**src/sv/ctb_pkg.sv**
```systemverilog
// ============================================================================
// ctb_pkg : shared types and constants for the countdown timer bank
// holds the bank dimensions, request and result layouts, opcodes, sequencer
// states and the small helper functions used by the sequencer
// ============================================================================
`default_nettype none

package ctb_pkg;

    localparam int NUM_TIMERS  = 16;
    localparam int COUNT_WIDTH = 32;
    localparam int IDX_W       = (NUM_TIMERS > 1) ? $clog2(NUM_TIMERS) : 1;

    typedef logic [IDX_W-1:0]       idx_t;
    typedef logic [COUNT_WIDTH-1:0] count_t;
    typedef logic [NUM_TIMERS-1:0]  timer_vec_t;

    typedef enum logic [1:0] {
        OP_TICK   = 2'd0,
        OP_ARM    = 2'd1,
        OP_DISARM = 2'd2
    } op_t;

    typedef enum logic [1:0] {
        ST_IDLE,
        ST_SCAN,
        ST_EMIT
    } state_t;

    typedef struct packed {
        logic [1:0]  opcode;
        logic [3:0]  timer_index;
        logic [31:0] load_value;
    } req_t;

    typedef struct packed {
        logic [3:0] expired_index;
        logic       last_flag;
    } res_t;

    // count memory write port
    typedef struct packed {
        logic   en;
        idx_t   addr;
        count_t data;
    } cnt_wr_t;

    // count memory read port
    typedef struct packed {
        logic en;
        idx_t addr;
    } cnt_rd_t;

    // position of the lowest set bit, zero for an empty mask
    function automatic idx_t lowest_set(input timer_vec_t mask);
        idx_t pos;
        pos = '0;
        for (int i = NUM_TIMERS - 1; i >= 0; i--) begin
            if (mask[i])
            begin
                pos = IDX_W'(i);
            end
        end
        return pos;
    endfunction

    // true when a request addresses an existing timer
    function automatic logic index_valid(input logic [3:0] t);
        return (int'(t) < NUM_TIMERS);
    endfunction

endpackage

`default_nettype wire

```
**src/sv/countdown_timer_bank.sv**
```systemverilog
// ============================================================================
// countdown_timer_bank : bank of countdown timers
// a request channel carries tick, arm and disarm requests; a result channel
// reports the timers that have run out on each tick
// ============================================================================
// usage
//   request channel : req_valid / req_stall / req_data (opcode, timer_index,
//   load_value); accepted when req_valid is high and req_stall is low
//   result channel  : res_valid / res_stall / res_data (expired_index,
//   last_flag); one result per active timer at zero after a tick, in
//   ascending index order, last_flag set on the final one
//   arm and disarm give no result
//   a tick walks the bank, reading one timer while writing back the one read
//   before, then emits the results; the walk goes through the single
//   registered read port of the count memory feeding the shared decrement
//   unit
//   req_stall stays high for the whole tick, including result emission
//   a stalled receiver holds the result register and pauses emission; the
//   last result of a tick may still wait while the next request is taken
//   reset clears every active flag and the sequencer; counts of timers never
//   armed pass through the walk unused, so the count memory needs no clearing
//   arm or disarm of an index beyond the bank, and the unused opcode, are
//   taken and ignored
// ============================================================================
`default_nettype none

module countdown_timer_bank (
    input  wire logic          clk,
    input  wire logic          rst_n,
    input  wire logic          req_valid,
    output logic               req_stall,
    input  wire ctb_pkg::req_t req_data,
    output logic               res_valid,
    input  wire logic          res_stall,
    output ctb_pkg::res_t      res_data
);
    import ctb_pkg::*;

    // count memory ports driven by the sequencer
    cnt_wr_t cnt_wr;
    cnt_rd_t cnt_rd;
    count_t  cnt_rd_data;

    // shared decrement unit, fed straight from the registered memory read
    logic    dec_active;
    count_t  dec_count;
    logic    dec_expired;

    ctb_count_mem u_count_mem (
        .clk     (clk),
        .wr      (cnt_wr),
        .rd      (cnt_rd),
        .rd_data (cnt_rd_data)
    );

    ctb_dec_unit u_dec_unit (
        .active    (dec_active),
        .count_in  (cnt_rd_data),
        .count_out (dec_count),
        .expired   (dec_expired)
    );

    // sequencer owns the active flags, the expired mask and the result register
    ctb_seq u_seq (
        .clk         (clk),
        .rst_n       (rst_n),
        .req_valid   (req_valid),
        .req_stall   (req_stall),
        .req_data    (req_data),
        .res_valid   (res_valid),
        .res_stall   (res_stall),
        .res_data    (res_data),
        .cnt_wr      (cnt_wr),
        .cnt_rd      (cnt_rd),
        .dec_active  (dec_active),
        .dec_count   (dec_count),
        .dec_expired (dec_expired)
    );

endmodule

`default_nettype wire

```
**src/sv/ctb_count_mem.sv**
```systemverilog
// ============================================================================
// ctb_count_mem : remaining count storage
// one write port and one read port with registered read data
// ============================================================================
`default_nettype none

module ctb_count_mem (
    input  wire logic            clk,
    input  wire ctb_pkg::cnt_wr_t wr,
    input  wire ctb_pkg::cnt_rd_t rd,
    output ctb_pkg::count_t       rd_data
);
    import ctb_pkg::*;

    count_t mem [NUM_TIMERS];
    count_t rd_data_reg;

    always_ff @(posedge clk)
    begin
        if (wr.en)
        begin
            mem[wr.addr] <= wr.data;
        end
    end

    always_ff @(posedge clk)
    begin
        if (rd.en)
        begin
            rd_data_reg <= mem[rd.addr];
        end
    end

    assign rd_data = rd_data_reg;

endmodule

`default_nettype wire

```
**src/sv/ctb_dec_unit.sv**
```systemverilog
// ============================================================================
// ctb_dec_unit : shared decrement and zero compare
// steps one timer count per use and flags a timer that has run out
// ============================================================================
`default_nettype none

module ctb_dec_unit (
    input  wire logic            active,
    input  wire ctb_pkg::count_t count_in,
    output ctb_pkg::count_t      count_out,
    output logic                 expired
);
    import ctb_pkg::*;

    logic nonzero;

    assign nonzero   = (count_in != '0);
    assign count_out = (active && nonzero) ? (count_in - COUNT_WIDTH'(1)) : count_in;
    assign expired   = active && (count_out == '0);

endmodule

`default_nettype wire

```
**src/sv/ctb_seq.sv**
```systemverilog
// ============================================================================
// ctb_seq : timer bank sequencer
// handles arm and disarm requests, walks the count memory on a tick and
// emits one result per expired timer from an output register
// ============================================================================
`default_nettype none

module ctb_seq (
    input  wire logic             clk,
    input  wire logic             rst_n,
    input  wire logic             req_valid,
    output logic                  req_stall,
    input  wire ctb_pkg::req_t    req_data,
    output logic                  res_valid,
    input  wire logic             res_stall,
    output ctb_pkg::res_t         res_data,
    output ctb_pkg::cnt_wr_t      cnt_wr,
    output ctb_pkg::cnt_rd_t      cnt_rd,
    output logic                  dec_active,
    input  wire ctb_pkg::count_t  dec_count,
    input  wire logic             dec_expired
);
    import ctb_pkg::*;

    state_t     state_reg,   state_next;
    timer_vec_t active_reg,  active_next;
    timer_vec_t expired_reg, expired_next;
    idx_t       rd_idx_reg,  rd_idx_next;
    logic       rd_more_reg, rd_more_next;
    idx_t       wb_idx_reg,  wb_idx_next;
    logic       wb_pend_reg, wb_pend_next;
    logic       res_valid_reg, res_valid_next;
    res_t       res_data_reg,  res_data_next;

    idx_t       req_idx;
    idx_t       emit_idx;
    timer_vec_t emit_rest;
    logic       req_take;

    assign req_stall = (state_reg != ST_IDLE);
    assign req_take  = req_valid && !req_stall;
    assign req_idx   = IDX_W'(req_data.timer_index);
    assign emit_idx  = lowest_set(expired_reg);

    always_comb
    begin
        emit_rest           = expired_reg;
        emit_rest[emit_idx] = 1'b0;
    end

    always_ff @(posedge clk or negedge rst_n)
    begin
        if (!rst_n)
        begin
            state_reg     <= ST_IDLE;
            active_reg    <= '0;
            expired_reg   <= '0;
            rd_idx_reg    <= '0;
            rd_more_reg   <= 1'b0;
            wb_idx_reg    <= '0;
            wb_pend_reg   <= 1'b0;
            res_valid_reg <= 1'b0;
        end
        else
        begin
            state_reg     <= state_next;
            active_reg    <= active_next;
            expired_reg   <= expired_next;
            rd_idx_reg    <= rd_idx_next;
            rd_more_reg   <= rd_more_next;
            wb_idx_reg    <= wb_idx_next;
            wb_pend_reg   <= wb_pend_next;
            res_valid_reg <= res_valid_next;
        end
    end

    always_ff @(posedge clk)
    begin
        res_data_reg <= res_data_next;
    end

    always_comb
    begin
        state_next     = state_reg;
        active_next    = active_reg;
        expired_next   = expired_reg;
        rd_idx_next    = rd_idx_reg;
        rd_more_next   = rd_more_reg;
        wb_idx_next    = wb_idx_reg;
        wb_pend_next   = 1'b0;
        res_valid_next = res_valid_reg && res_stall;
        res_data_next  = res_data_reg;
        cnt_wr         = '0;
        cnt_rd         = '0;
        dec_active     = active_reg[wb_idx_reg];

        unique case (state_reg)
            ST_IDLE:
            begin
                if (req_take)
                begin
                    unique case (req_data.opcode)
                        OP_TICK:
                        begin
                            state_next   = ST_SCAN;
                            expired_next = '0;
                            rd_idx_next  = '0;
                            rd_more_next = 1'b1;
                        end
                        OP_ARM:
                        begin
                            if (index_valid(req_data.timer_index))
                            begin
                                cnt_wr.en            = 1'b1;
                                cnt_wr.addr          = req_idx;
                                cnt_wr.data          = COUNT_WIDTH'(req_data.load_value);
                                active_next[req_idx] = 1'b1;
                            end
                        end
                        OP_DISARM:
                        begin
                            if (index_valid(req_data.timer_index))
                            begin
                                active_next[req_idx] = 1'b0;
                            end
                        end
                        default:
                        begin
                            state_next = ST_IDLE;
                        end
                    endcase
                end
            end

            ST_SCAN:
            begin
                // read one timer while writing back the one read last cycle
                if (rd_more_reg)
                begin
                    cnt_rd.en    = 1'b1;
                    cnt_rd.addr  = rd_idx_reg;
                    wb_idx_next  = rd_idx_reg;
                    wb_pend_next = 1'b1;
                    if (rd_idx_reg == IDX_W'(NUM_TIMERS - 1))
                    begin
                        rd_more_next = 1'b0;
                    end
                    else
                    begin
                        rd_idx_next = rd_idx_reg + IDX_W'(1);
                    end
                end
                if (wb_pend_reg)
                begin
                    cnt_wr.en                = 1'b1;
                    cnt_wr.addr              = wb_idx_reg;
                    cnt_wr.data              = dec_count;
                    expired_next[wb_idx_reg] = dec_expired;
                    if (!rd_more_reg)
                    begin
                        state_next = ST_EMIT;
                    end
                end
            end

            ST_EMIT:
            begin
                if (expired_reg == '0)
                begin
                    state_next = ST_IDLE;
                end
                else if (!res_valid_reg || !res_stall)
                begin
                    res_valid_next              = 1'b1;
                    res_data_next.expired_index = 4'(emit_idx);
                    res_data_next.last_flag     = (emit_rest == '0);
                    expired_next                = emit_rest;
                    if (emit_rest == '0)
                    begin
                        state_next = ST_IDLE;
                    end
                end
            end

            default:
            begin
                state_next = ST_IDLE;
            end
        endcase
    end

    assign res_valid = res_valid_reg;
    assign res_data  = res_data_reg;

endmodule

`default_nettype wire
```
**config.mk**
```make
export PLATFORM = sky130hd
export DESIGN_NAME = countdown_timer_bank
export DESIGN_NICKNAME = d
export VERILOG_FILES = /design/src/sv/ctb_pkg.sv /design/src/sv/countdown_timer_bank.sv /design/src/sv/ctb_count_mem.sv /design/src/sv/ctb_dec_unit.sv /design/src/sv/ctb_seq.sv
export SDC_FILE = /design/constraint.sdc
export NUM_CORES = 1
export LEC_CHECK = 0
export BUFFER_PORTS_ARGS = -buffer_cell sky130_fd_sc_hd__buf_2
export CORE_ASPECT_RATIO = 1.1
export CORE_MARGIN = 2
export CORE_UTILIZATION = 60
export CTS_CLUSTER_SIZE = 8
export DETAILED_ROUTE_END_ITERATION = 10
export PLACE_DENSITY = 0.83
export SYNTH_ARGS = -nofsm -noshare
export SYNTH_HDL_FRONTEND = slang
export SYNTH_HIERARCHICAL = 1
export SYNTH_SLANG_ARGS = --single-unit
```
**constraint.sdc**
```tcl
create_clock -name clk -period 8.5 [get_ports clk]
set_clock_uncertainty 0.1 [all_clocks]
set_input_delay 0.425 -clock clk [delete_from_list [all_inputs] [get_ports clk]]
set_output_delay 0.425 -clock clk [all_outputs]
set_load 0.02 [all_outputs]
```
=== After elaboration in Yosys (flattened, before gate mapping) ===
Memory sizes are Yosys's and may differ from the RTL's. A register that Yosys moved wholly into a read port is not among the register bits.
Index checks and enable logic that the tools add are counted.

* Memories: 1
* Output and inout port bits: 7
* Input bits: 42
* RAM bits: 512
* Register bits: 50

* Reduce and logical (&&, ||, !) cells: 29
* Bitwise logic cells: 6
* Equal/unequal tests: 16
* Magnitude comparators: 6
* Muxes and demuxes: 64
* Add/sub/neg operators: 2

{| class="wikitable"
|+ Memory list
! memory !! words !! width !! read ports !! clocked after Yosys merged registers in !! wr ports !! line !! RTL
|-
| u_count_mem.mem || 16 || 32 || 1 || 1 || 1 || ctb_count_mem.sv:15 || <nowiki>count_t mem [NUM_TIMERS];</nowiki>
|}

{| class="wikitable"
|+ Operator list
! operator !! number
|-
| 2-to-1 mux 37 bit || 3
|-
| 2-to-1 mux 16 bit || 5
|-
| 2-to-1 mux 4 bit || 20
|-
| case mux 37 bit (2 select lines) || 1
|-
| case mux 16 bit (3 select lines) || 1
|-
| bitwise AND 16 bit || 2
|-
| zero test 16 bit || 2
|-
| zero test 32 bit || 1
|-
| 2-to-1 mux 32 bit || 1
|-
| inverter 16 bit || 2
|-
| case mux 16 bit (2 select lines) || 1
|-
| nonzero test 32 bit || 1
|-
| subtractor 32 x 1 -> 32 bit, second input constant || 1
|-
| bitwise mux 16 bit || 1
|-
| bitwise OR 16 bit || 1
|-
| less-than comparator 4 x 5 -> 1 bit, second input constant || 3
|-
| 2-to-1 mux 1 bit || 15
|-
| demux 1 bit (select 4 bit) || 3
|-
| greater-or-equal comparator 4 x 1 -> 1 bit, second input constant || 3
|-
| 2-to-1 mux 2 bit || 6
|-
| AND reduction 6 bit || 2
|-
| 2-to-1 mux 5 bit || 2
|-
| inequality test 2 bit, second input constant || 5
|-
| AND reduction 3 bit || 3
|-
| 21 further kinds || 38
|}

=== Logic depth before layout (Yosys ltp) ===
Gate-level depths: netlist (run 1).

* Depth after elaboration: 27
* Gate-level depth with buffers: 15

=== Modules after synthesis ===
The synthesis (run 1) kept the hierarchy.

{| class="wikitable"
|+ Modules (own cells, without submodules)
! module !! instances !! cells an instance !! area an instance (um^2)
|-
| ctb_count_mem || 1 || 838 || 20155.6
|-
| ctb_seq || 1 || 420 || 3595.9
|-
| ctb_dec_unit || 1 || 154 || 1088.5
|}

=== Worst setup path before layout (run 1) ===
No wires, ideal clock.

* Kind: flip-flop to flip-flop
* Start: register u_seq.state_reg[1]
* End: memory u_count_mem/mem[0][0] (netlist bit) (enable)
* Arrival: 4.224 ns
* Buffers on the path: 3
* Clock period less this slack: 4.785 ns
* Stages on the path, launching flop included: 10
* Setup slack: 3.715 ns
* Cell sequence: dfrtp_1 -> inv_1 -> ha_1 -> clkbuf_1 -> and2_1 -> clkbuf_1 -> buf_1 -> a22o_1 -> or3b_2 -> nor3_1

{| class="wikitable"
|+ RTL lines
! what !! line !! RTL
|-
| from (decl) || ctb_seq.sv:25 || <nowiki>state_t state_reg, state_next;</nowiki>
|-
| from (signal assigned) || ctb_seq.sv:66 || <nowiki>state_reg <= state_next;</nowiki>
|-
| to (decl) || ctb_count_mem.sv:15 ||
|}

=== Worst setup path after layout (run 1) ===
* Start: register u_seq.wb_idx_reg[0]
* End: register u_seq.expired_reg[12]

* Longest elaborated chain between the ends: 9
* Elaborated cells between the ends (all ways): 14

{| class="wikitable"
|+ RTL lines
! what !! line !! RTL
|-
| from (decl) || ctb_seq.sv:30 || <nowiki>idx_t wb_idx_reg, wb_idx_next;</nowiki>
|-
| from (signal assigned) || ctb_seq.sv:71 || <nowiki>wb_idx_reg <= wb_idx_next;</nowiki>
|-
| binary-select mux 1 bit (select 4 bit) || ctb_seq.sv:95 || <nowiki>dec_active = active_reg[wb_idx_reg];</nowiki>
|-
| 2-to-1 mux 1 bit (implied by the code) || ctb_seq.sv:95 ||
|-
| named net dec_active || countdown_timer_bank.sv:45 || <nowiki>logic dec_active;</nowiki>
|-
| logical AND 1 bit || ctb_dec_unit.sv:18 || <nowiki>assign count_out = (active && nonzero) ? (count_in - COUNT_WIDTH'(1)) : count_in;</nowiki>
|-
| 2-to-1 mux 32 bit || ctb_dec_unit.sv:18 ||
|-
| named net dec_count[22] || countdown_timer_bank.sv:46 || <nowiki>count_t dec_count;</nowiki>
|-
| zero test 32 bit || ctb_dec_unit.sv:19 || <nowiki>assign expired = active && (count_out == '0);</nowiki>
|-
| logical AND 1 bit || ctb_dec_unit.sv:19 ||
|-
| named net dec_expired || countdown_timer_bank.sv:47 || <nowiki>logic dec_expired;</nowiki>
|-
| bitwise mux 16 bit || ctb_seq.sv:158 || <nowiki>expired_next[wb_idx_reg] = dec_expired;</nowiki>
|-
| 2-to-1 mux 16 bit || ctb_seq.sv:153 || <nowiki>if (wb_pend_reg)</nowiki>
|-
| case mux 16 bit (3 select lines) || ctb_seq.sv:97 || <nowiki>unique case (state_reg)</nowiki>
|-
| to (signal assigned) || ctb_seq.sv:68 || <nowiki>expired_reg <= expired_next;</nowiki>
|-
| to (decl) || ctb_seq.sv:27 || <nowiki>timer_vec_t expired_reg, expired_next;</nowiki>
|}

The timed path passes the listed nets, and every way through them passes these cells. The select of a mux whose other input is x is not followed.
A chain may end at the register's enable or synchronous reset.

==> results_dict.tcl, run 1 <==
set metrics [dict create \
    status "completed" \
    drc_errors 0 \
    ys_types 76 \
    min_from "req_data[35]" \
    cpMaxStageDelayCell "dfrtp_1" \
    grt_overflow 0 \
    num_rows 78 \
    synth-edff-count 549 \
    viasPerCell 6.89 \
    cts_tree "done" \
    period_needed_ns 5.36 \
    drv_cap 0 \
    cts_buffer_depth 3 \
    drt_iter0_drc 1955 \
    design_power_total_mw 7.01 \
    rsz0062_at_grt "no" \
    pin_count 49 \
    timing.rr.start "u_seq/wb_idx_reg[0]$_DFFE_PN0P_" \
    antennaDiodeCount 0 \
    multi_input_area_um2 6900 \
    cts_sinks 594 \
    fillCellCount 2490 \
    leakage_nw 9.21 \
    syn_avg_cell_area_um2 17.6 \
    vias 14300 \
    synth_area_um2 24800 \
    finish.instance_area_um2 28100 \
    yosys_warnings 6 \
    drive_above_1_share_pct 23.1 \
    cts_root_buffer "clkbuf_16" \
    port_buffers 48 \
    nNetsFinal 1546 \
    worstPathRequired_ns 8.92 \
    coreArea_um2 41100 \
    regArea_um2 17600 \
    r2r_cells 13 \
    grt_pass1_wl_um 91400 \
    clkTransAtPathRegs_ns 0.05 \
    max_freq_mhz 187 \
    antenna_found_initial 0 \
    synth_top_area_cell "edfxtp_1" \
    synthFlopType "edfxtp_1" \
    p_per_area_nw_per_um2 250 \
    slew_violations 0 \
    tns_ns 0 \
    dr.pass1.iters 6 \
    initial_utilization_pct 60.5 \
    synthCells 1412 \
    max_stage_delay_ns 0.66 \
    final-hold-violation-count 0 \
    critPathArrivalTime_ns 5.78 \
    max-vdd-ir-drop_mv 0.186 \
    postSynth.asyncResetShare_pct 7.58 \
    end_kind "flip-flop" \
    start_kind "flip-flop" \
    grt_pass1_vias 14600 \
    die_h_um 217 \
    gp_congestion 0.919 \
    clock_latency_ns 0.62 \
    synth_seq_area_share_pct 70.9 \
    period_share_pct 63.0 \
    cts_max_level 3 \
    synth_area_leaders "edfxtp_1, mux4_2, dfrtp_1" \
    cts_resized 0 \
    syn_nets 1464 \
    drt-total-wl_um 60900 \
    yosys_register_bits 594 \
    die_w_um 198 \
    worstMarginPinSlew_ns 1.27 \
    final_util_pct 68.3 \
    dpl.hpwl_um 33400 \
    synth_top_cell_area_share_pct 66.4 \
    post-cts-setup-buffers 0 \
    grt_util_all_layers_pct 29.4 \
    critPathMostFrequentCell "mux4_2" \
    startpoint "u_seq/wb_idx_reg[0]$_DFFE_PN0P_" \
    timing_worst_setup_path_type "flip-flop to flip-flop" \
    largest_register_ffs 512 \
    cts_buffers 84 \
    crit_chain "mux4_2, mux4_2, and2_1, nand4_4, or2_4, mux2_4, a2111o_1, or4_1, nor4_2, inv_1, nor2_1, mux2i_1, o21ai_0" \
    placed_area_um2 25800 \
    synthToLayoutAreaGrowth_pct 12.9 \
    slew_headroom_pct 15.3 \
    setup_viol 0 \
    grt_max_degree 72 \
    wire_per_inst_um 29.4 \
    die_area_um2 43000 \
    min_path_cells 2 \
    cp_max_fo 13 \
    hp-class "primary input to flip-flop" \
    cts_hold_buf 2 \
    ant_nets 0 \
]
-- synth_stat cells (15+ instances only) --
master,n
clkbuf_1,38
a22o_1,37
mux4_2,133
a21oi_1,17
edfxtp_1,549
nand2_1,81
o21ai_0,51
inv_1,26
nor3_1,24
nand3_1,18
o31ai_1,15
dfrtp_1,45
a22oi_1,64
nor2_1,69
-- where the power goes --
part           internal (mW)  switching [mW]  leakage [nW]
clock                   1.81            1.16          1.11
sequential              3.34          0.0937          5.65
combinational          0.228           0.380          2.45
-- layout make-up --
| class | instances | share of cell area [%] |
|---|---|---|
| Inverter | 27 | 0.370 |
| Multi-Input combinational cell | 712 | 24.6 |
| Sequential cell | 594 | 62.8 |
| Clock buffer | 101 | 7.95 |
| Tap cell | 560 | 2.50 |
| Clock inverter | 5 | 0.192 |
| Timing Repair Buffer | 75 | 1.64 |
-- placed cells by master (no fill, tap or decap), drive strengths merged, types with 24 or more instances in the layout --
master | Yosys | final
nor3 | 24 | 24
edfxtp | 549 | 549
buf | 40 | 73
mux4 | 133 | 133
nor2 | 70 | 70
inv | 27 | 31
a22o | 37 | 37
a22oi | 64 | 64
dfrtp | 45 | 45
clkbuf | 39 | 101
o21ai | 52 | 52
nand2 | 81 | 81
-- layer usage --
layer	up-vias	routed length, µm	global-route usage, %
li1	5914	-	-
met1	7297	22300	38.9
met2	929	30600	48.2
met3	142	6080	5.97
met4	0	1940	12.4
met5	-	0	0
-- worst paths after layout --
kind / to / slack (ns)
setup / recovery: u_seq/expired_reg[12]$_DFFE_PN0P_ / 3.14
hold / removal: flip-flop / 0.12
max in group asynchronous: u_seq/expired_reg[13]$_DFFE_PN0P_ / 7.24
setup reg to reg: u_seq/expired_reg[12]$_DFFE_PN0P_ / 3.14
hold reg to reg: flip-flop / 0.39
min in group asynchronous: u_seq/res_valid$_DFF_PN0_ / 0.43
-- worst max-delay path: cells and delay by family, from the launching register on --
family / cells / cell delay (ns)
AND/OR/NAND/NOR: 6 / 2.14
multiplexers: 4 / 1.63
flip-flops: 1 / 0.66
AO/OA/AOI/OAI: 2 / 0.54
buffers and inverters: 1 / 0.20
-- stage by stage --
| step | instances | hold slack (ns) | setup WS [ns] |
|---|---|---|---|
| floorplan | 1412 | 0.0294 | 3.72 |
| global placement | 1966 | 0.361 | 3.30 |
| detailed placement | 1966 | 0.373 | 3.24 |
| CTS | 2074 | 0.0798 | 3.23 |
| global route | 2074 | 0.122 | 2.84 |
| finish | 2074 | 0.122 | 3.14 |
-- kinds of logic (layout without fill, tap and decap cells) --
kind of cell | after synthesis | count (layout) | synth area share [%]
DFF | 594 | 594 | 70.9
adders and majority gates | 11 | 11 | 0.544
AOI/OAI and AO/OA | 237 | 237 | 6.85
buffers and inverters | 106 | 208 | 1.95
xor gates and xnor gates | 22 | 22 | 0.776
muxes | 151 | 151 | 12.8
and+or+nand+nor | 291 | 291 | 6.16
Power figures use the tool's default switching activity.
==> run 2, diff against run 1 <==
--- a/config.mk
+++ b/config.mk
@@ -8,10 +8,10 @@
 export BUFFER_PORTS_ARGS = -buffer_cell sky130_fd_sc_hd__buf_2
 export CORE_ASPECT_RATIO = 1.1
 export CORE_MARGIN = 2
-export CORE_UTILIZATION = 60
+export CORE_UTILIZATION = 56
 export CTS_CLUSTER_SIZE = 8
 export DETAILED_ROUTE_END_ITERATION = 10
-export PLACE_DENSITY = 0.83
+export PLACE_DENSITY = 0.81
 export SYNTH_ARGS = -nofsm -noshare
 export SYNTH_HDL_FRONTEND = slang
 export SYNTH_HIERARCHICAL = 1
==> constraint.sdc (replaced) <==
create_clock -name clk -period 4.5 [get_ports clk]
set_clock_uncertainty 0.1 [all_clocks]
set_input_delay 0.225 -clock clk [delete_from_list [all_inputs] [get_ports clk]]
set_output_delay 0.225 -clock clk [all_outputs]
set_load 0.02 [all_outputs]
==> run 2 against run 1 <==
Global-route usage down 1.6 points; critical endpoint is now u_seq/expired_reg[5]$_DFFE_PN0P_; largest cell class unchanged; highest routed layer unchanged; clock-buffer cell count up 6; cell count grew 3.8%; final area up 2.1%.
==> results_dict.tcl, run 2 (synthesis gave the netlist of run 1 again) <==
set metrics [dict create \
    status "completed" \
    rsz0062_at_grt "yes" \
    cts_buffer_depth 3 \
    critPathArrivalTime_ns 4.91 \
    pin_count 49 \
    combPwrFrac_pct 9.6 \
    p_seq_share_pct 48.7 \
    drt-total-wl_um 62300 \
    p_int_mw 10.2 \
    largest_register_ffs 512 \
    setup_ws_ns 0.0356 \
    drc_errors 0 \
    clock_latency_ns 0.62 \
    cts_sinks 594 \
    cts_buffers 84 \
    antennaDiodeCount 0 \
    drt_iter0_drc 1763 \
    end_kind "flip-flop" \
    clkTransAtPathRegs_ns 0.05 \
    min_path_cells 5 \
    tns_ns 0 \
    setup_viol 0 \
    drive_above_1_share_pct 26.0 \
    grt_overflow 0 \
    dr.pass1.iters 7 \
    period_needed_ns 4.46 \
    period_share_pct 99.2 \
    final_cell_mix "edfxtp_1, mux4_2, clkbuf_16, nand2_1, buf_4" \
    design_power_total_mw 13.3 \
    dpl.cell_count 2033 \
    port_buffers 48 \
    wire_per_inst_um 29.0 \
    vias 14600 \
    worstMarginPinSlew_ns 1.11 \
    r2r_cells 16 \
    ant_nets 0 \
    slew_headroom_pct 26.2 \
    clkPwrFrac_pct 41.8 \
    viasPerCell 6.79 \
    grt_util_all_layers_pct 27.8 \
    max_freq_mhz 224 \
    coreArea_um2 43500 \
    max-vdd-ir-drop_mv 0.321 \
    synthToLayoutAreaGrowth_pct 15.3 \
    slew_violations 0 \
    switching_share_pct 23.3 \
    grt_pass1_wl_um 92500 \
    nNetsFinal 1604 \
    antenna_found_initial 0 \
    place_ws_ns -0.177 \
    num_rows 80 \
    leakage_nw 9.51 \
    grt_max_degree 69 \
    cts_max_level 3 \
    gp_congestion 0.938 \
    p_per_area_nw_per_um2 463 \
    start_kind "flip-flop" \
    die_w_um 205 \
    holdWs_ns 0.0554 \
    die_area_um2 46100 \
    dpl.hpwl_um 34800 \
    timing_worst_setup_path_type "flip-flop to flip-flop" \
    final_cell_count_no_fill 2152 \
    cp_max_fo 5 \
    hp-class "primary input to flip-flop" \
    die_h_um 225 \
    switchingPower_mw 3.10 \
    worstPathRequired_ns 4.94 \
    final-hold-violation-count 0 \
    cts_tree "done" \
    cts_root_buffer "clkbuf_16" \
    initial_utilization_pct 57.0 \
    grt_pass1_vias 14700 \
    final_common_cell "edfxtp_1" \
    drv_cap 0 \
]
-- run 2: area by class of cell --
class / count / area [µm²]
multi-input combinational: 712 / 6970
tap: 574 / 718
clock inverter: 5 / 68.8
timing repair buffer: 133 / 956
sequential: 594 / 17600
clock buffer: 107 / 2210
fill: 2759 / 14900
inverter: 27 / 104
-- run 2: repair_timing --
item,4_1_cts,5_1_grt
gates resized for setup,6,14
pin swaps,2,6
endpoints found under the setup margin,11,14
hold buffers,6,0
buffers inserted,1,0
endpoints found under the hold margin,61,0
-- run 2: worst paths after layout --
path | start | end | slack [ns]
min in group asynchronous | rst_n | u_seq/res_valid$_DFF_PN0_ | 0.23
worst max register to register | u_seq/wb_idx_reg[0]$_DFFE_PN0P_ | u_seq/expired_reg[5]$_DFFE_PN0P_ | 0.04
worst max-delay path | u_seq/wb_idx_reg[0]$_DFFE_PN0P_ | u_seq/expired_reg[5]$_DFFE_PN0P_ | 0.04
worst min-delay path | req_valid | flip-flop | 0.06
worst min register to register | flip-flop | flip-flop | 0.38
max in group asynchronous | rst_n | u_seq/wb_idx_reg[0]$_DFFE_PN0P_ | 3.35
-- run 2: power by group through the flow --
stage / logic (mW) / clock network [mW] / registers, mW
2_1_floorplan: 0.841 / 0 / 6.49
3_3_place_gp: 1.17 / 0 / 6.53
6_report: 1.27 / 5.55 / 6.46
3_5_place_dp: 1.21 / 0 / 6.54
5_1_grt: 1.36 / 5.84 / 6.47
4_1_cts: 1.25 / 5.61 / 6.45
-- run 2: layer usage --
metal / GRT usage [%] / share of wire [%] / up-vias
met4: 12.2 / 4.2 / 0
met2: 44.6 / 49 / 936
met5: 0 / 0 / -
li1: - / - / 6034
met3: 5.54 / 9.0 / 167
met1: 37.5 / 38 / 7476
-- run 2: worst max-delay path: stages (launching register included) --
cell and delay (ns):
dfrtp_2 0.44, mux4_2 0.52, mux4_2 0.56, and2_4 0.19
nand4_4 0.09, or2_4 0.13, mux2_4 0.31, a2111o_1 0.35
or4_4 0.45, nor4_4 0.29, buf_4 0.19, inv_1 0.05
buf_4 0.13, nor3_1 0.17, o21ai_1 0.09, a21oi_1 0.18
a22o_1 0.14
-- run 2: per-stage QoR --
stage | cell area, µm² | util [%]
finish | 28600 | 65.8
global route | 28600 | 65.8
detailed placement | 26200 | 60.3
global placement | 26200 | 60.3
CTS | 28600 | 65.7
floorplan | 24900 | -
